`config.mk`:
```
export PLATFORM = sky130hd
export DESIGN_NAME = lcd_line_timing_status_flat
export DESIGN_NICKNAME = d
export VERILOG_FILES = /design/src/rtl/core/lcd_lts_pkg.sv /design/src/rtl/core/lcd_lts_ifs.sv /design/src/rtl/core/lcd_line_timing_status.sv /design/src/rtl/core/lcd_lts_step.sv /design/src/flat_wrapper.sv
export VERILOG_INCLUDE_DIRS = /design/src /design/src/rtl/core
export SDC_FILE = /design/constraint.sdc
export NUM_CORES = 1
export LEC_CHECK = 0
export BUFFER_PORTS_ARGS = -buffer_cell sky130_fd_sc_hd__buf_2
export CAP_MARGIN = 20
export CORE_UTILIZATION = 25
export DETAILED_ROUTE_END_ITERATION = 12
export PLACE_DENSITY_LB_ADDON = 0.3
export REMOVE_ABC_BUFFERS = 1
export SLEW_MARGIN = 20
export SYNTH_ARGS = -nofsm -noshare
export SYNTH_HDL_FRONTEND = slang
export SYNTH_SLANG_ARGS = --single-unit
```
`constraint.sdc`:
```
create_clock -name clk -period 4.45 [get_ports clk]
set_input_delay 0.445 -clock clk [delete_from_list [all_inputs] [get_ports clk]]
set_output_delay 0.445 -clock clk [all_outputs]
set_load 0.05 [all_outputs]
```
`src/rtl/core/lcd_line_timing_status_macros.svh`:
```
// Assertion helpers for the LCD line timing block.
`ifndef LCD_LINE_TIMING_STATUS_MACROS_SVH
`define LCD_LINE_TIMING_STATUS_MACROS_SVH

// Same-cycle implication, sampled on clk, off during reset.
`define LTS_ASSERT_NOW(label, ante, cons) \
  label: assert property (@(posedge clk) disable iff (rst) (ante) |-> (cons)) \
    else $error("lcd timing check failed");

// Next-cycle implication, sampled on clk, off during reset.
`define LTS_ASSERT_NEXT(label, ante, cons) \
  label: assert property (@(posedge clk) disable iff (rst) (ante) |=> (cons)) \
    else $error("lcd timing check failed");

`endif

```
`src/rtl/core/lcd_lts_pkg.sv`:
```
package lcd_lts_pkg;

  localparam int CNT_W  = 10;
  localparam int LINE_W = 8;
  localparam int TICK_W = 8;
  localparam int SUM_W  = CNT_W + 1;

  localparam logic [SUM_W-1:0]  LINE_CYCLES  = SUM_W'(456);
  localparam logic [CNT_W-1:0]  OAM_SCAN_END = CNT_W'(80);
  localparam logic [CNT_W-1:0]  TRANSFER_END = CNT_W'(252);
  localparam logic [LINE_W-1:0] LAST_LINE    = LINE_W'(153);
  localparam logic [LINE_W-1:0] VBLANK_LINE  = LINE_W'(144);

  typedef enum logic [1:0] {
    MODE_HBLANK = 2'd0,
    MODE_VBLANK = 2'd1,
    MODE_OAM    = 2'd2,
    MODE_XFER   = 2'd3
  } lcd_mode_t;

  typedef struct packed {
    logic [TICK_W-1:0] ticks;
    logic              lcd_enable;
    logic [LINE_W-1:0] line_compare;
    logic              hblank_irq_enable;
    logic              vblank_irq_enable;
    logic              oam_irq_enable;
    logic              match_irq_enable;
  } lts_in_t;

  typedef struct packed {
    logic [CNT_W-1:0]  dot_counter;
    logic [LINE_W-1:0] current_line;
    lcd_mode_t         current_mode;
    logic              match_flag;
  } lts_state_t;

  typedef struct packed {
    lcd_mode_t         mode;
    logic [LINE_W-1:0] line_number;
    logic              coincidence;
    logic              stat_irq;
    logic              vblank_irq;
    logic              render_request;
    logic [LINE_W-1:0] render_line;
  } lts_out_t;

endpackage

```
`src/rtl/core/lcd_lts_ifs.sv`:
```
interface lcd_lts_in_if import lcd_lts_pkg::*; ();
  logic              valid;
  logic              ready;
  logic [TICK_W-1:0] ticks;
  logic              lcd_enable;
  logic [LINE_W-1:0] line_compare;
  logic              hblank_irq_enable;
  logic              vblank_irq_enable;
  logic              oam_irq_enable;
  logic              match_irq_enable;

  modport source (
    output valid, ticks, lcd_enable, line_compare, hblank_irq_enable,
           vblank_irq_enable, oam_irq_enable, match_irq_enable,
    input  ready
  );
  modport sink (
    input  valid, ticks, lcd_enable, line_compare, hblank_irq_enable,
           vblank_irq_enable, oam_irq_enable, match_irq_enable,
    output ready
  );
endinterface

interface lcd_lts_out_if import lcd_lts_pkg::*; ();
  logic              valid;
  logic              ready;
  logic [1:0]        mode;
  logic [LINE_W-1:0] line_number;
  logic              coincidence;
  logic              stat_irq;
  logic              vblank_irq;
  logic              render_request;
  logic [LINE_W-1:0] render_line;

  modport source (
    output valid, mode, line_number, coincidence, stat_irq, vblank_irq,
           render_request, render_line,
    input  ready
  );
  modport sink (
    input  valid, mode, line_number, coincidence, stat_irq, vblank_irq,
           render_request, render_line,
    output ready
  );
endinterface

```
`src/rtl/core/lcd_line_timing_status.sv`:
```
// Path: an accepted input word passes through the input register, then the
//   result register, which holds its result word.
// Throughput: one word per cycle while dout.ready holds; the line state
//   updates as the result register loads, so words chain without a bubble.
// Reset (rst, synchronous, active high): both stages empty, dot counter,
//   line, mode and coincidence flag cleared to zero.
`include "lcd_line_timing_status_macros.svh"

module lcd_line_timing_status import lcd_lts_pkg::*; (
  input  logic          clk,
  input  logic          rst,
  lcd_lts_in_if.sink    din,
  lcd_lts_out_if.source dout
);

  // Input stage: holds one tick report until the state update takes it.
  logic       in_vld;
  lts_in_t    in_word;

  // Timing state carried from word to word.
  lts_state_t st;
  lts_state_t st_next;

  // Result stage.
  logic       out_vld;
  lts_out_t   out_word;
  lts_out_t   res;

  logic       adv;
  logic       take;

  // A word moves from the input stage into the result register whenever the
  // result register is empty or is being drained this cycle. The state moves
  // along with it, so the next word sees the updated counter and line.
  assign adv       = in_vld && (!out_vld || dout.ready);
  assign din.ready = !in_vld || adv;
  assign take      = din.valid && din.ready;

  lcd_lts_step u_step (
    .word    (in_word),
    .st      (st),
    .st_next (st_next),
    .res     (res)
  );

  always_ff @(posedge clk) begin
    if (rst) begin
      in_vld <= 1'b0;
    end else if (din.ready) begin
      in_vld <= din.valid;
    end
  end

  always_ff @(posedge clk) begin
    if (take) begin
      in_word.ticks             <= din.ticks;
      in_word.lcd_enable        <= din.lcd_enable;
      in_word.line_compare      <= din.line_compare;
      in_word.hblank_irq_enable <= din.hblank_irq_enable;
      in_word.vblank_irq_enable <= din.vblank_irq_enable;
      in_word.oam_irq_enable    <= din.oam_irq_enable;
      in_word.match_irq_enable  <= din.match_irq_enable;
    end
  end

  always_ff @(posedge clk) begin
    if (rst) begin
      st <= '0;
    end else if (adv) begin
      st <= st_next;
    end
  end

  always_ff @(posedge clk) begin
    if (rst) begin
      out_vld <= 1'b0;
    end else if (adv) begin
      out_vld <= 1'b1;
    end else if (dout.ready) begin
      out_vld <= 1'b0;
    end
  end

  always_ff @(posedge clk) begin
    if (adv) begin
      out_word <= res;
    end
  end

  assign dout.valid          = out_vld;
  assign dout.mode           = out_word.mode;
  assign dout.line_number    = out_word.line_number;
  assign dout.coincidence    = out_word.coincidence;
  assign dout.stat_irq       = out_word.stat_irq;
  assign dout.vblank_irq     = out_word.vblank_irq;
  assign dout.render_request = out_word.render_request;
  assign dout.render_line    = out_word.render_line;

  // Counter wraps once per line, so it never reaches a full line.
  `LTS_ASSERT_NOW(a_cnt_range, 1'b1, st.dot_counter < LINE_CYCLES)
  // Line number wraps after the last vblank line.
  `LTS_ASSERT_NOW(a_line_range, 1'b1, st.current_line <= LAST_LINE)
  // A render request only comes with the entry into hblank.
  `LTS_ASSERT_NOW(a_render_mode, out_vld && out_word.render_request,
                  out_word.mode == MODE_HBLANK)
  // The vblank pulse marks the first vblank line.
  `LTS_ASSERT_NOW(a_vblank_line, out_vld && out_word.vblank_irq,
                  out_word.line_number == VBLANK_LINE)
  // Every word that leaves the input stage shows up as a result.
  `LTS_ASSERT_NEXT(a_adv_result, adv, out_vld)

endmodule

```
`src/rtl/core/lcd_lts_step.sv`:
```
// Next-state and result logic for one tick report.
module lcd_lts_step import lcd_lts_pkg::*; (
  input  lts_in_t    word,
  input  lts_state_t st,
  output lts_state_t st_next,
  output lts_out_t   res
);

  logic [CNT_W-1:0]  base_cnt;
  logic [LINE_W-1:0] base_line;
  logic              base_match;
  logic              want;
  logic [SUM_W-1:0]  sum;
  logic              wrap;
  logic [LINE_W-1:0] line_inc;
  logic [LINE_W-1:0] new_line;
  logic              hit;

  always_comb begin
    res            = '0;
    want           = 1'b0;
    base_cnt       = st.dot_counter;
    base_line      = st.current_line;
    base_match     = st.match_flag;
    st_next        = st;

    // Mode from the counter and line held before this word.
    if (!word.lcd_enable) begin
      res.mode   = MODE_VBLANK;
      base_cnt   = '0;
      base_line  = '0;
      base_match = 1'b0;
    end else if (st.current_line >= VBLANK_LINE) begin
      res.mode = MODE_VBLANK;
      want     = word.vblank_irq_enable;
    end else if (st.dot_counter < OAM_SCAN_END) begin
      res.mode = MODE_OAM;
      want     = word.oam_irq_enable;
    end else if (st.dot_counter < TRANSFER_END) begin
      res.mode = MODE_XFER;
    end else begin
      res.mode = MODE_HBLANK;
      want     = word.hblank_irq_enable;
      if (st.current_mode == MODE_XFER) begin
        res.render_request = 1'b1;
        res.render_line    = st.current_line;
      end
    end
    res.stat_irq = want && (res.mode != st.current_mode);

    // Advance the dot counter; a full line steps the line number.
    sum      = {1'b0, base_cnt} + SUM_W'(word.ticks);
    wrap     = sum >= LINE_CYCLES;
    line_inc = base_line + LINE_W'(1);
    new_line = (line_inc > LAST_LINE) ? '0 : line_inc;
    hit      = word.line_compare == new_line;

    if (wrap) begin
      st_next.dot_counter  = CNT_W'(sum - LINE_CYCLES);
      st_next.current_line = new_line;
      st_next.match_flag   = hit;
      res.stat_irq         = res.stat_irq || (hit && word.match_irq_enable);
      res.vblank_irq       = new_line == VBLANK_LINE;
    end else begin
      st_next.dot_counter  = sum[CNT_W-1:0];
      st_next.current_line = base_line;
      st_next.match_flag   = base_match;
    end
    st_next.current_mode = res.mode;

    res.line_number = st_next.current_line;
    res.coincidence = st_next.match_flag;
  end

endmodule

```
`src/flat_wrapper.sv`:
```
// flat-port wrapper written by rule: the top's interface ports become plain ports
module lcd_line_timing_status_flat import lcd_lts_pkg::*;
  (clk, rst, din_valid, din_ticks, din_lcd_enable, din_line_compare, din_hblank_irq_enable, din_vblank_irq_enable, din_oam_irq_enable, din_match_irq_enable, din_ready, dout_valid, dout_mode, dout_line_number, dout_coincidence, dout_stat_irq, dout_vblank_irq, dout_render_request, dout_render_line, dout_ready);
  lcd_lts_in_if din_i ();
  lcd_lts_out_if dout_i ();
  input  logic clk;
  input  logic rst;
  input wire logic [$bits(din_i.valid)-1:0] din_valid;
  input wire logic [$bits(din_i.ticks)-1:0] din_ticks;
  input wire logic [$bits(din_i.lcd_enable)-1:0] din_lcd_enable;
  input wire logic [$bits(din_i.line_compare)-1:0] din_line_compare;
  input wire logic [$bits(din_i.hblank_irq_enable)-1:0] din_hblank_irq_enable;
  input wire logic [$bits(din_i.vblank_irq_enable)-1:0] din_vblank_irq_enable;
  input wire logic [$bits(din_i.oam_irq_enable)-1:0] din_oam_irq_enable;
  input wire logic [$bits(din_i.match_irq_enable)-1:0] din_match_irq_enable;
  output wire logic [$bits(din_i.ready)-1:0] din_ready;
  output wire logic [$bits(dout_i.valid)-1:0] dout_valid;
  output wire logic [$bits(dout_i.mode)-1:0] dout_mode;
  output wire logic [$bits(dout_i.line_number)-1:0] dout_line_number;
  output wire logic [$bits(dout_i.coincidence)-1:0] dout_coincidence;
  output wire logic [$bits(dout_i.stat_irq)-1:0] dout_stat_irq;
  output wire logic [$bits(dout_i.vblank_irq)-1:0] dout_vblank_irq;
  output wire logic [$bits(dout_i.render_request)-1:0] dout_render_request;
  output wire logic [$bits(dout_i.render_line)-1:0] dout_render_line;
  input wire logic [$bits(dout_i.ready)-1:0] dout_ready;
  assign din_i.valid = din_valid;
  assign din_i.ticks = din_ticks;
  assign din_i.lcd_enable = din_lcd_enable;
  assign din_i.line_compare = din_line_compare;
  assign din_i.hblank_irq_enable = din_hblank_irq_enable;
  assign din_i.vblank_irq_enable = din_vblank_irq_enable;
  assign din_i.oam_irq_enable = din_oam_irq_enable;
  assign din_i.match_irq_enable = din_match_irq_enable;
  assign din_ready = din_i.ready;
  assign dout_valid = dout_i.valid;
  assign dout_mode = dout_i.mode;
  assign dout_line_number = dout_i.line_number;
  assign dout_coincidence = dout_i.coincidence;
  assign dout_stat_irq = dout_i.stat_irq;
  assign dout_vblank_irq = dout_i.vblank_irq;
  assign dout_render_request = dout_i.render_request;
  assign dout_render_line = dout_i.render_line;
  assign dout_i.ready = dout_ready;
  lcd_line_timing_status u_core (.clk(clk), .rst(rst), .din(din_i), .dout(dout_i));
endmodule
```
### Word-level counts from Yosys, hierarchy flattened

Index checks and enable logic that the tools add are counted.

* equality and inequality tests: 4
* add/sub/neg operators: 3
* muxes and demuxes: 18
* bitwise operators: 2
* order comparisons: 5
* reduce and logical (&&, ||, !) cells: 12

Operator list (number)
* 18-bit two-way mux: 1
* 8-bit two-way mux: 2
* 10-bit by 8-bit adder with 11-bit output: 1
* 11-bit by 9-bit greater-or-equal comparator with 1-bit output (second input constant): 1
* 10-bit by 7-bit < comparator with 1-bit output (second input constant): 1
* 10-bit by 8-bit < comparator with 1-bit output (second input constant): 1
* 10-bit two-way mux: 1
* 2-bit two-way mux: 5
* 10-bit by 9-bit subtractor with 10-bit output (second input constant): 1
* 9-bit two-way mux: 1
* 8-bit by 1-bit adder with 8-bit output (second input constant): 1
* 8-bit equality test: 1
* 8-bit equality test (second input constant): 1
* 8-bit greater-or-equal comparator (second input constant): 1
* 8-bit > comparator (second input constant): 1
* 1-bit two-way mux: 8
* 5-bit OR reduction: 1
* 1-bit logical AND: 4
* 4-bit OR reduction: 1
* 1-bit logical OR: 3
* 2-bit equality test (second input constant): 1
* 1-bit logical NOT: 2
* 2-bit != test: 1
* 1-bit NOT: 2
* 2-bit nonzero test: 1

* output and inout port bits: 24
* logic and storage cells: 64
* input port bits: 25
* bits in registers: 66

### Depth between registers and ports, before layout

Gate-level depths: netlist of the first run.

* depth after elaboration: 9
* gate-level depth with buffers: 19
* gate-level depth less buffers: 13

### Modules after synthesis

Synthesis of the first run repeated with hierarchy kept, for this count alone.

* cell total of the unflattened synthesis: 420
* area, all modules: 4200.3 sq um

By module, submodules not included
* lcd_line_timing_status: seq. area each 1751.7 sq um, times used 1, cells an instance 144, area an instance 2338.5 sq um
* lcd_lts_step: seq. area each 0.0 sq um, times used 1, cells an instance 276, area an instance 1861.8 sq um

### Worst setup path after synthesis of the first run

Ideal clock, no wire load.

* path type: register to register
* from: register u_core.in_word[12] in the netlist's numbering
* to: register u_core.out_word (netlist bit u_core.dout.line_number[6]), data pin
* library setup time: 146 ps
* setup slack: 197 ps
* buffers on the path: 5
* data arrival time: 4107 ps
* cell stages (with the launch flop): 19
* clock period less this slack: 4253 ps
* required time: 4304 ps
* path through: edfxtp_1 > clkbuf_1 > buf_2 > buf_1 > clkbuf_1 > and2_1 > ha_1 > inv_1 > fa_1 > nand2b_1 > a211oi_2 > or3_1 > nand3_1 > a211o_1 > and2_1 > and2_4 > buf_6 > or4_1 > a21boi_1

RTL lines
* start, declared: RTL line lcd_line_timing_status.sv:18 `lts_in_t in_word;`
* end signal, assigned: RTL line lcd_line_timing_status.sv:86 `out_word <= res;`
* end, declared: RTL line lcd_line_timing_status.sv:26 `lts_out_t out_word;`

### Final worst setup path of the first run

* from: register u_core.in_word[12] in the netlist's numbering
* to: register u_core.st[6] (netlist name)

* word-level cells in the longest chain between the ends: 5
* elaborated cells between the ends (all ways): 8
* those cells by class: add/sub: 2; order compare: 2; mux: 4

RTL lines
* 8-bit two-way mux: RTL line lcd_lts_step.sv:28 `if (!word.lcd_enable) begin`
* 8-bit by 1-bit adder with 8-bit output: RTL line lcd_lts_step.sv:54 `line_inc = base_line + LINE_W'(1);`
* 8-bit > comparator: RTL line lcd_lts_step.sv:55 `new_line = (line_inc > LAST_LINE) ? '0 : line_inc;`
* 8-bit two-way mux: RTL line lcd_lts_step.sv:55
* 18-bit two-way mux *: RTL line lcd_lts_step.sv:58 `if (wrap) begin`

Mark *: on every way between the ends. The rest lies on a longest branch, timed or not.
A chain may end at the register's enable or synchronous reset.

==> out/summary.log, run 1 <==
[setup_path] WP data required 4.69 ns
[cts] cells resized by post-CTS repair 0
[cts] CTS tree built
[timing] fraction of the cycle the final worst path needs 87.8%
[synthesis] flip-flop and latch count after synthesis 66
[timing] highest clock rate 256 MHz
[floorplan] Die Height 122 um
[global_routing] global-route congestion overflow total 0
[synthesis] number of library cell types mapped by synthesis 62
[global_routing] Global Route met1 Usage 15.8%
[cells_and_area] diode count 0
[setup_path] Worst Path Arrival 4.15 ns
[cells_and_area] final cell count without fillers 587
[cts] Max Buffers Root-to-Sink 2
[min_path] Hold Path Sink u_core.in_word[7]
[setup_path] FF-to-FF setup slack 0.54 ns
[power] Int Pwr 1.27 mW
[flow_run] max-cap check violation count 0
[synthesis] top post-synthesis cells by count 43 x sky130_fd_sc_hd__edfxtp_1, 38 x sky130_fd_sc_hd__nor2_1, 35 x sky130_fd_sc_hd__nand2_1
[timing] final worst path period need 3.91 ns
[power] sum of internal, switching and leakage power 1.71 mW
[global_routing] vias in the first global route 2,771
[cts] later-pin clock latency in the skew report 0.33 ns
[placement] number of buffers added on ports 48
[setup_path] Crit path buffers/inverters 1
[setup_path] endpoint of the worst register-to-register path u_core.st[6]
[cells_and_area] area added between synthesis and finish 20.2%
[status] status finished clean
[setup_path] kind of cell adding the most delay to the critical path simple AND/OR/NAND/NOR gates
[setup_path] stage delay of the slowest cell on the critical path 0.62 ns
[global_routing] GRT Total Usage 12.2%
[cts] post-CTS setup buffers 0
[setup_path] critical path cell sequence and2_1 > ha_1 > inv_1 > fa_1 > nand2b_1 > a21oi_1 > xnor2_1 > o21ai_0 > o41ai_1 > mux2i_1 > and2_4 > or3_1 > a311oi_1
[timing] final count of negative-setup-slack endpoints 0
[synthesis] count of flip-flops with a built-in enable after synthesis 43
[synthesis] Mapped Cells 360
[placement] cell total after placement 571
[floorplan] number of top-level design ports 49
[min_path] hold_sp din_line_compare[3]
[cts] level count of the clock H-tree 3
[timing] setup clock skew after layout 0.00609 ns
[placement] last weighted congestion value of the routability-driven placer 0.810
[timing] worst relative slew slack 57.7%
[cells_and_area] end-of-flow core utilization 31.0%
[routing] TritonRoute pass-1 iters 4
[timing] final max-slew violation count 0
[routing] initial DRC count 167
[power] total net switching power 436 uW
[synthesis] biggest area contributors in the synthesized netlist sky130_fd_sc_hd__edfxtp_1 36%, sky130_fd_sc_hd__dfxtp_1 13%, sky130_fd_sc_hd__nor2_1 4.0%, sky130_fd_sc_hd__nand2_1 3.7%, sky130_fd_sc_hd__xnor2_1 3.4%
[cts] clock slew at the register clock pins of the worst setup and hold paths 0.06 ns
[global_routing] maximum number of pins on one net before global-route repair 34
[floorplan] width of the chip 122 um
[cells_and_area] number of nets in the layout 437
[power] maximum resistive drop on vdd 184 uV
[setup_path] path type of the worst setup path flop to flop
[setup_path] worst-case reg-to-reg path depth 13
[global_routing] wire length of the first global-routing pass 13,800 um
[timing] Slew @ Worst Pin 0.634 ns
[global_routing] fraction of met3 tracks used by global routing 2.62%
[power] share of power burned in registers 42.0%
[synthesis] number of warnings printed during yosys synthesis 0
[synthesis] Avg Synthesized Cell Area 9.99 um^2
[setup_path] startpoint of the worst register-to-register path u_core.in_word[12]
[synthesis] library cell occupying the most area in the post-synthesis netlist sky130_fd_sc_hd__edfxtp_1
[cts] clock root cell sky130_fd_sc_hd__clkbuf_16
[synthesis] commonest register cell after synthesis sky130_fd_sc_hd__edfxtp_1
[setup_path] master of the slowest instance on the critical path sky130_fd_sc_hd__edfxtp_1
[cts] number of sinks handled by clock tree synthesis 66
[power] leakage component of the power 1.58 nW
[global_routing] initial antenna violation count 0
[cells_and_area] final-layout fill cell count 1,413
[floorplan] initial standard-cell utilization of the core 25.8%
[cts] CTS buffer count 9
[routing] Via Count 2,880
[synthesis] most repeated cell in the gate-level netlist after synthesis sky130_fd_sc_hd__edfxtp_1
[min_path] Hold Path Stages 1
[power] Net Sw Frac 25.5%
[synthesis] post-synthesis sequential area ratio 48.7%
[setup_path] kind of end point of the critical path flop
[synthesis] fraction of synthesis flops using an asynchronous set or reset pin 0%
[floorplan] total die area 0.0149 mm^2
[synthesis] summed instance area of the synthesized netlist 0.00359 mm^2
[routing] number of nets still failing antenna checks after routing 0
[floorplan] area of the core region 0.0139 mm^2
[min_path] path class of the lowest-slack min-delay path primary input to flop
[routing] Total Wirelength 8370 um
[timing] unrepaired setup endpoints after global routing false
[setup_path] Worst Path Max Fanout 21
[global_routing] most used routing layer in global routing met2
[power] clock network fraction of design power 45.3%
[floorplan] number of rows in the core area 43
[cells_and_area] layout cell share with drive strength beyond 1 19.4%
[cts] hold buffer count at cts 0
[placement] DP Worst Slack 0.541 ns
[routing] DRC errors left 0
[global_routing] global routing met2 resource utilization 18.7%
[power] ratio of total power to cell area 395 mW/mm^2
[routing] average via count per standard cell 4.91
[routing] detailed-route wire length per cell 14.3 um
[power] power share of the combinational group 12.7%
[setup_path] element type at the critical path start flop
[timing] number of failing hold endpoints at the final stage 0
[timing] post-route worst setup slack 0.542 ns
[synthesis] area fraction of the dominant cell type after synthesis 35.9%
[timing] sum of negative setup slack 0 ns
[placement] post-DP HPWL 5930 um
power by group through the flow:
stage               Sequential (mW)  Clock [mW]  Combinational, mW
floorplan                     0.758           0              0.123
global placement              0.729           0              0.214
detailed placement            0.730           0              0.217
CTS                           0.717       0.792              0.218
global route                  0.721       0.814              0.241
finish                        0.717       0.773              0.218
per-stage QoR:
stage / instance area [um^2] / hold slack [ns]
2_1_floorplan: 3500 / 0.426
3_3_place_gp: 3990 / 0.449
3_5_place_dp: 3990 / 0.447
4_1_cts: 4320 / 0.267
5_1_grt: 4320 / 0.272
6_report: 4320 / 0.282
registers in the layout, summed over array words and instances, names as in the netlist:
name / flops
u_core.dout.coincidence: 1
u_core.st: 21
u_core.dout.render_line: 8
u_core.dout.valid: 1
u_core.dout.line_number: 8
u_core.dout.render_request: 1
u_core.dout.stat_irq: 1
u_core.in_vld: 1
u_core.dout.mode: 2
u_core.dout.vblank_irq: 1
u_core.in_word: 21
cells in the final DEF, fill, tap and decap left out, types with 4 or more instances in the layout:
cell / Yosys / layout
sky130_fd_sc_hd__o21ai_0: 15 / 15
sky130_fd_sc_hd__a311oi_1: 6 / 6
sky130_fd_sc_hd__ha_1: 9 / 9
sky130_fd_sc_hd__or3_1: 6 / 6
sky130_fd_sc_hd__and2_1: 19 / 18
sky130_fd_sc_hd__nor2_1: 38 / 38
sky130_fd_sc_hd__clkbuf_16: 0 / 9
sky130_fd_sc_hd__nand3_1: 13 / 13
sky130_fd_sc_hd__xnor2_1: 14 / 14
sky130_fd_sc_hd__edfxtp_1: 43 / 43
sky130_fd_sc_hd__nand2_1: 35 / 35
sky130_fd_sc_hd__buf_2: 2 / 48
sky130_fd_sc_hd__dfxtp_1: 23 / 23
sky130_fd_sc_hd__inv_1: 9 / 8
sky130_fd_sc_hd__mux2i_1: 4 / 4
sky130_fd_sc_hd__nand3b_1: 4 / 4
sky130_fd_sc_hd__a21oi_1: 17 / 17
sky130_fd_sc_hd__o22ai_1: 4 / 4
sky130_fd_sc_hd__a211oi_1: 7 / 7
sky130_fd_sc_hd__xor2_1: 5 / 5
sky130_fd_sc_hd__nand2b_1: 4 / 4
sky130_fd_sc_hd__nor3_1: 6 / 6
worst max-delay path by stage:
stage | startpoint | to | slack (ns) | depth (start not counted)
detailed placement | u_core.in_word[12] | u_core.st[6] | 0.54 | 13
global placement | u_core.in_word[12] | u_core.dout.line_number[6] | 0.74 | 13
floorplan | u_core.in_word[12] | u_core.dout.line_number[6] | 0.68 | 13
global route | u_core.in_word[12] | u_core.st[5] | 0.16 | 13
CTS | u_core.in_word[12] | u_core.st[6] | 0.55 | 13
finish | u_core.in_word[12] | u_core.st[6] | 0.54 | 13
routing by layer:
metal,wire [um],vias to the layer above
li1,-,1415
met1,3990,1369
met2,3770,80
met3,414,16
met4,199,0
met5,0,-
cell type report:
type                            instances  area [um^2]  share of cell area (%)
Tap cell                              180          225                    5.21
Inverter                                9         33.8                   0.782
Timing Repair Buffer                   51          263                    6.08
Clock buffer                           10          239                    5.53
Sequential cell                        66         1750                    40.5
Multi-Input combinational cell        265         1720                    39.8
Clock inverter                          6         90.1                    2.09
kinds of logic after synthesis:
logic type / count (synthesis) / share of synthesized area, %
xor gates and xnor gates: 20 / 5.40
buffers and inverters: 29 / 3.52
muxes: 5 / 1.43
DFF: 66 / 48.7
AOI/OAI and AO/OA: 83 / 16.4
adders and majority gates: 10 / 3.69
and+or+nand+nor: 147 / 20.8
(Power assumes the default switching activity.)
==> inputs of run 2 (changes only) <==
Settings changed: BUFFER_PORTS_ARGS -buffer_cell sky130_fd_sc_hd__buf_2 to -buffer_cell sky130_fd_sc_hd__buf_4, CORE_UTILIZATION 25 to 45.
==> out/summary.log, run 2 (synthesis results as in run 1) <==
[cts] Max Buffers Root-to-Sink 2
[power] Int Pwr 1.20 mW
[timing] setup clock skew after layout 0.0135 ns
[cts] number of sinks handled by clock tree synthesis 66
[floorplan] initial standard-cell utilization of the core 46.5%
[cts] post-CTS setup buffers 0
[global_routing] wire length of the first global-routing pass 12,300 um
[cts] CTS buffer count 9
[timing] number of failing hold endpoints at the final stage 0
[routing] initial DRC count 273
[routing] DRC errors left 0
[timing] sum of negative setup slack 0 ns
[setup_path] element type at the critical path start flop
[setup_path] path type of the worst setup path flop to flop
[cells_and_area] final-layout fill cell count 678
[min_path] path class of the lowest-slack min-delay path primary input to flop
[cells_and_area] number of nets in the layout 436
[routing] detailed-route wire length per cell 14.5 um
[cells_and_area] area added between synthesis and finish 18.8%
[cts] clock root cell sky130_fd_sc_hd__clkbuf_8
[power] sum of internal, switching and leakage power 1.61 mW
[placement] placement-stage cell area 0.00401 mm^2
[timing] highest clock rate 260 MHz
[cells_and_area] most common cell after layout, fill and taps aside sky130_fd_sc_hd__buf_4
[timing] final worst hold slack 0.265 ns
[floorplan] number of rows in the core area 32
[cells_and_area] diode count 0
[power] clock network fraction of design power 41.5%
[power] total net switching power 403 uW
[timing] final count of negative-setup-slack endpoints 0
[setup_path] WP data required 4.65 ns
[timing] final max-slew violation count 0
[placement] last weighted congestion value of the routability-driven placer 0.844
[routing] TritonRoute pass-1 iters 4
[timing] final worst path period need 3.85 ns
[cts] level count of the clock H-tree 3
[global_routing] vias in the first global route 2,570
[power] share of power burned in registers 44.5%
[placement] DP Worst Slack 0.669 ns
[flow_run] max-cap check violation count 0
[setup_path] Worst Path Arrival 4.05 ns
[cts] later-pin clock latency in the skew report 0.35 ns
[cells_and_area] Final Instance Area 0.00427 mm^2
[cts] hold buffer count at cts 0
[power] maximum resistive drop on vdd 223 uV
[power] ratio of total power to cell area 376 mW/mm^2
[status] status finished clean
[cells_and_area] commonest cells after routing, fill and taps aside 50 x sky130_fd_sc_hd__buf_4, 43 x sky130_fd_sc_hd__edfxtp_1, 38 x sky130_fd_sc_hd__nor2_1, 35 x sky130_fd_sc_hd__nand2_1, 23 x sky130_fd_sc_hd__dfxtp_1
[placement] number of buffers added on ports 48
[timing] unrepaired setup endpoints after global routing false
[timing] worst relative slew slack 33.3%
[cells_and_area] layout cell share with drive strength beyond 1 18.5%
[setup_path] kind of end point of the critical path flop
[power] Net Sw Frac 25.1%
[placement] post-DP HPWL 4970 um
[timing] post-route worst setup slack 0.602 ns
[timing] Slew @ Worst Pin 1.00 ns
[routing] Total Wirelength 7350 um
[floorplan] total die area 0.00835 mm^2
[routing] average via count per standard cell 5.48
[global_routing] maximum number of pins on one net before global-route repair 51
[power] leakage component of the power 1.60 nW
[routing] Via Count 2,782
[cells_and_area] largest registers in the final layout u_core.in_word (21), u_core.st (21)
[floorplan] width of the chip 91.4 um
[setup_path] Worst Path Max Fanout 21
[cts] clock slew at the register clock pins of the worst setup and hold paths 0.08 ns
[cts] CTS tree built
[routing] number of nets still failing antenna checks after routing 0
[timing] fraction of the cycle the final worst path needs 86.5%
[floorplan] area of the core region 0.00773 mm^2
[floorplan] Die Height 91.4 um
[global_routing] GRT Total Usage 18.9%
[cts] cells resized by post-CTS repair 0
[floorplan] number of top-level design ports 49
[global_routing] global-route congestion overflow total 0
[global_routing] initial antenna violation count 0
[power] power share of the combinational group 14.0%
-- run 2: final timing paths --
path                                          start  slack [ns]                         end  cells past startpoint
worst max-delay path             u_core.in_word[12]        0.60  u_core.dout.line_number[6]                     13
worst min-delay path            din_line_compare[2]        0.26           u_core.in_word[6]                      1
worst max register to register   u_core.in_word[12]        0.60  u_core.dout.line_number[6]                     13
worst min register to register        u_core.st[11]        0.46               u_core.st[11]                      2
-- run 2: power groups by stage --
stage | clock network, mW | logic (mW) | registers (mW)
after floorplan | 0 | 0.123 | 0.758
final | 0.667 | 0.225 | 0.715
after CTS | 0.678 | 0.225 | 0.715
after global placement | 0 | 0.220 | 0.728
after detailed placement | 0 | 0.224 | 0.728
after global routing | 0.701 | 0.248 | 0.719
-- run 2: routing by layer --
| layer | routed length (um) | GRT usage (%) |
|---|---|---|
| met3 | 354 | 4.10 |
| met2 | 3350 | 28.5 |
| met4 | 116 | 9.13 |
| met5 | 0 | 0 |
| met1 | 3520 | 25.8 |
-- run 2: cell type report --
type                    count  area (um^2)  share of cell area, %
inverters                   9         33.8                  0.791
flip-flops and latches     66         1750                   41.0
well taps                 102          128                   2.99
multi-input cells         265         1720                   40.2
clock inverters             7          141                   3.31
repair buffers             50          375                   8.79
clock buffers               9          124                   2.90
-- run 2: critical path, cell delays in order, from the launching register on --
cell	delay [ns]
sky130_fd_sc_hd__edfxtp_1	0.54
sky130_fd_sc_hd__and2_1	0.18
sky130_fd_sc_hd__ha_1	0.20
sky130_fd_sc_hd__inv_1	0.07
sky130_fd_sc_hd__fa_1	0.39
sky130_fd_sc_hd__nand2b_1	0.18
sky130_fd_sc_hd__a211oi_2	0.32
sky130_fd_sc_hd__or3_1	0.18
sky130_fd_sc_hd__nand3_1	0.15
sky130_fd_sc_hd__o41ai_1	0.30
sky130_fd_sc_hd__mux2i_1	0.23
sky130_fd_sc_hd__and2_4	0.30
sky130_fd_sc_hd__or4_1	0.48
sky130_fd_sc_hd__a21boi_1	0.18
-- run 2: through the flow --
stage,cells,util [%]
floorplan,340,-
global placement,492,51.8
detailed placement,492,51.8
CTS,508,55.3
global route,508,55.3
finish,508,55.3
==> inputs of run 3 (changes only) <==
Settings changed: ABC_AREA from default to 1.
==> out/summary.log, run 3 <==
[power] maximum resistive drop on vdd 217 uV
[power] power share of the combinational group 18.1%
[cells_and_area] layout cell share with drive strength beyond 1 16.9%
[floorplan] number of rows in the core area 33
[synthesis] top post-synthesis cells by count 129 x sky130_fd_sc_hd__nand2_1, 78 x sky130_fd_sc_hd__inv_1, 50 x sky130_fd_sc_hd__nor2_1
[timing] setup clock skew after layout 0.00683 ns
[cts] number of sinks handled by clock tree synthesis 66
[synthesis] commonest register cell after synthesis sky130_fd_sc_hd__edfxtp_1
[cells_and_area] largest registers in the final layout u_core.in_word (21), u_core.st (21)
[synthesis] Mapped Cells 483
[floorplan] area of the core region 0.00818 mm^2
[setup_path] critical path cell sequence nand2_1 > inv_1 > ha_1 > inv_1 > fa_1 > nand3b_1 > nand2_1 > xnor2_1 > ha_1 > nand3_1 > nand2_1 > inv_2 > a21oi_4 > nand2_2 > o21ai_2 > inv_1
[routing] detailed-route wire length per cell 13.0 um
[setup_path] worst-case reg-to-reg path depth 16
[cells_and_area] area added between synthesis and finish 16.8%
[setup_path] Worst Path Arrival 3.41 ns
[global_routing] vias in the first global route 3,125
[cells_and_area] final-layout fill cell count 779
[setup_path] Worst Path Max Fanout 20
[cts] clock slew at the register clock pins of the worst setup and hold paths 0.08 ns
[synthesis] area fraction of the dominant cell type after synthesis 34.2%
[placement] placement-stage cell area 0.00420 mm^2
[timing] sum of negative setup slack 0 ns
[power] clock network fraction of design power 34.6%
[synthesis] post-synthesis sequential area ratio 46.4%
[setup_path] element type at the critical path start flop
[global_routing] wire length of the first global-routing pass 13,900 um
[setup_path] stage delay of the slowest cell on the critical path 0.44 ns
[cells_and_area] register area 0.00175 mm^2
[setup_path] WP data required 4.56 ns
[cts] post-CTS setup buffers 0
[setup_path] kind of end point of the critical path flop
[placement] last weighted congestion value of the routability-driven placer 0.867
[synthesis] fraction of synthesis flops using an asynchronous set or reset pin 0%
[setup_path] path type of the worst setup path flop to flop
[power] Int Pwr 1.06 mW
[routing] initial DRC count 156
[placement] number of buffers added on ports 48
[placement] post-DP HPWL 6010 um
[floorplan] Die Height 93.6 um
[cells_and_area] commonest cells after routing, fill and taps aside 129 x sky130_fd_sc_hd__nand2_1, 78 x sky130_fd_sc_hd__inv_1, 50 x sky130_fd_sc_hd__nor2_1, 50 x sky130_fd_sc_hd__buf_4, 47 x sky130_fd_sc_hd__nand3_1
[setup_path] launching element of the worst setup path u_core.in_word[12]
[flow_run] max-cap check violation count 0
[floorplan] number of top-level design ports 49
[global_routing] initial antenna violation count 0
[cts] clock root cell sky130_fd_sc_hd__clkbuf_8
[global_routing] GRT Total Usage 20.6%
[timing] final max-slew violation count 0
[min_path] path class of the lowest-slack min-delay path primary input to flop
[routing] TritonRoute pass-1 iters 5
[cts] hold buffer count at cts 0
[routing] average via count per standard cell 5.10
[cells_and_area] number of nets in the layout 568
[power] share of power burned in registers 47.3%
[routing] number of nets still failing antenna checks after routing 0
[routing] Total Wirelength 8370 um
[placement] cell total after placement 627
[synthesis] biggest area contributors in the synthesized netlist sky130_fd_sc_hd__edfxtp_1 34%, sky130_fd_sc_hd__nand2_1 13%, sky130_fd_sc_hd__dfxtp_1 12%, sky130_fd_sc_hd__inv_1 7.8%, sky130_fd_sc_hd__nand3_1 6.2%
[timing] unrepaired setup endpoints after global routing false
[cts] cells resized by post-CTS repair 0
[status] status finished clean
[timing] final worst path period need 3.30 ns
[routing] DRC errors left 0
[synthesis] count of flip-flops with a built-in enable after synthesis 43
[global_routing] maximum number of pins on one net before global-route repair 47
[cts] later-pin clock latency in the skew report 0.35 ns
[synthesis] number of warnings printed during yosys synthesis 0
[cts] CTS tree built
[timing] worst relative slew slack 38.7%
[setup_path] FF-to-FF setup slack 1.15 ns
[synthesis] number of library cell types mapped by synthesis 38
[power] leakage component of the power 2.20 nW
[cells_and_area] diode count 0
[power] ratio of total power to cell area 342 mW/mm^2
[setup_path] startpoint of the worst register-to-register path u_core.in_word[12]
[floorplan] initial standard-cell utilization of the core 46.1%
[timing] final count of negative-setup-slack endpoints 0
[cells_and_area] final cell count without fillers 643
[setup_path] master of the slowest instance on the critical path sky130_fd_sc_hd__edfxtp_1
[cells_and_area] most common cell after layout, fill and taps aside sky130_fd_sc_hd__nand2_1
[floorplan] total die area 0.00875 mm^2
[synthesis] library cell occupying the most area in the post-synthesis netlist sky130_fd_sc_hd__edfxtp_1
[synthesis] flip-flop and latch count after synthesis 66
[cts] level count of the clock H-tree 3
[synthesis] most repeated cell in the gate-level netlist after synthesis sky130_fd_sc_hd__nand2_1
[power] Net Sw Frac 30.1%
[power] total net switching power 455 uW
[cells_and_area] Final Instance Area 0.00441 mm^2
[setup_path] crit path to u_core.dout.line_number[2]
[synthesis] Avg Synthesized Cell Area 7.81 um^2
[synthesis] summed instance area of the synthesized netlist 0.00377 mm^2
[routing] Via Count 3,281
[floorplan] width of the chip 93.6 um
[timing] highest clock rate 303 MHz
[global_routing] global-route congestion overflow total 0
[timing] number of failing hold endpoints at the final stage 0
[cts] Max Buffers Root-to-Sink 2
[cells_and_area] combined area of the multi-input logic cells 0.00163 mm^2
[cts] CTS buffer count 9
[setup_path] endpoint of the worst register-to-register path u_core.dout.line_number[2]
[timing] fraction of the cycle the final worst path needs 74.2%
[timing] Slew @ Worst Pin 0.918 ns
[run 3: changes by cell type after synthesis, moves of 7 or more]
cell | previous run | this run
sky130_fd_sc_hd__nand2_1 | 35 | 129
sky130_fd_sc_hd__inv_1 | 9 | 78
sky130_fd_sc_hd__nor2_1 | 38 | 50
sky130_fd_sc_hd__a211oi_1 | 7 | 0
sky130_fd_sc_hd__nand2_2 | 0 | 8
sky130_fd_sc_hd__and2_1 | 19 | 1
sky130_fd_sc_hd__nand3_1 | 13 | 47
sky130_fd_sc_hd__xnor2_1 | 14 | 2
sky130_fd_sc_hd__clkbuf_1 | 14 | 6
[run 3: cell type report]
cell class	instances	area share, %
inverters	82	7.27
flip-flops and latches	66	39.7
clock buffers	10	3.12
clock inverters	6	1.50
multi-input cells	324	36.9
well taps	105	2.98
repair buffers	50	8.52
[run 3: worst min path at each step]
stage	start	end	cells after the start	slack [ns]
finish	din_ticks[3]	u_core.in_word[16]	1	0.26
global route	din_line_compare[0]	u_core.in_word[4]	1	0.25
CTS	din_line_compare[2]	u_core.in_word[6]	1	0.25
detailed placement	u_core.st[13]	u_core.st[13]	2	0.48
global placement	u_core.st[13]	u_core.st[13]	2	0.48
floorplan	u_core.st[13]	u_core.st[13]	2	0.45
[run 3: layer usage]
layer / vias to the layer above / global-route usage, % / routed length (um)
met3: 17 / 5.28 / 502
met5: - / 0 / 0
met4: 0 / 7.69 / 142
met1: 1496 / 26.8 / 4010
li1: 1652 / - / -
met2: 116 / 33.1 / 3720
[run 3: through the flow]
| step | power (mW) | hold slack, ns | utilization [%] | worst slack [ns] |
|---|---|---|---|---|
| 6_report | 1.51 | 0.262 | 53.9 | 1.15 |
| 3_5_place_dp | 0.999 | 0.482 | 51.4 | 1.19 |
| 3_3_place_gp | 0.994 | 0.477 | 51.4 | 1.31 |
| 4_1_cts | 1.52 | 0.248 | 53.9 | 1.18 |
| 2_1_floorplan | 0.918 | 0.453 | - | 1.07 |
| 5_1_grt | 1.58 | 0.246 | 53.9 | 0.905 |
[run 3: critical path, delay by kind of cell, from the launching register on]
| family | cells | cell delay (ns) |
|---|---|---|
| flip-flops | 1 | 0.44 |
| AND/OR/NAND/NOR | 6 | 0.92 |
| buffers and inverters | 4 | 0.26 |
| adder cells (fa/ha/maj) | 3 | 0.81 |
| AO/OA/AOI/OAI | 2 | 0.41 |
| XOR/XNOR | 1 | 0.22 |
[run 3: power by group through the flow]
| stage | Sequential [mW] | Combinational, mW | Clock, mW |
|---|---|---|---|
| floorplan | 0.761 | 0.157 | 0 |
| global placement | 0.727 | 0.267 | 0 |
| detailed placement | 0.727 | 0.272 | 0 |
| CTS | 0.714 | 0.273 | 0.534 |
| global route | 0.718 | 0.306 | 0.554 |
| finish | 0.714 | 0.274 | 0.522 |
[run 3: cells by family after synthesis]
family | synth area share, %
adders and majority gates | 3.52
buffers and inverters | 10.5
AOI/OAI and AO/OA | 6.83
DFF | 46.4
and+or+nand+nor | 30.6
xor gates and xnor gates | 2.09
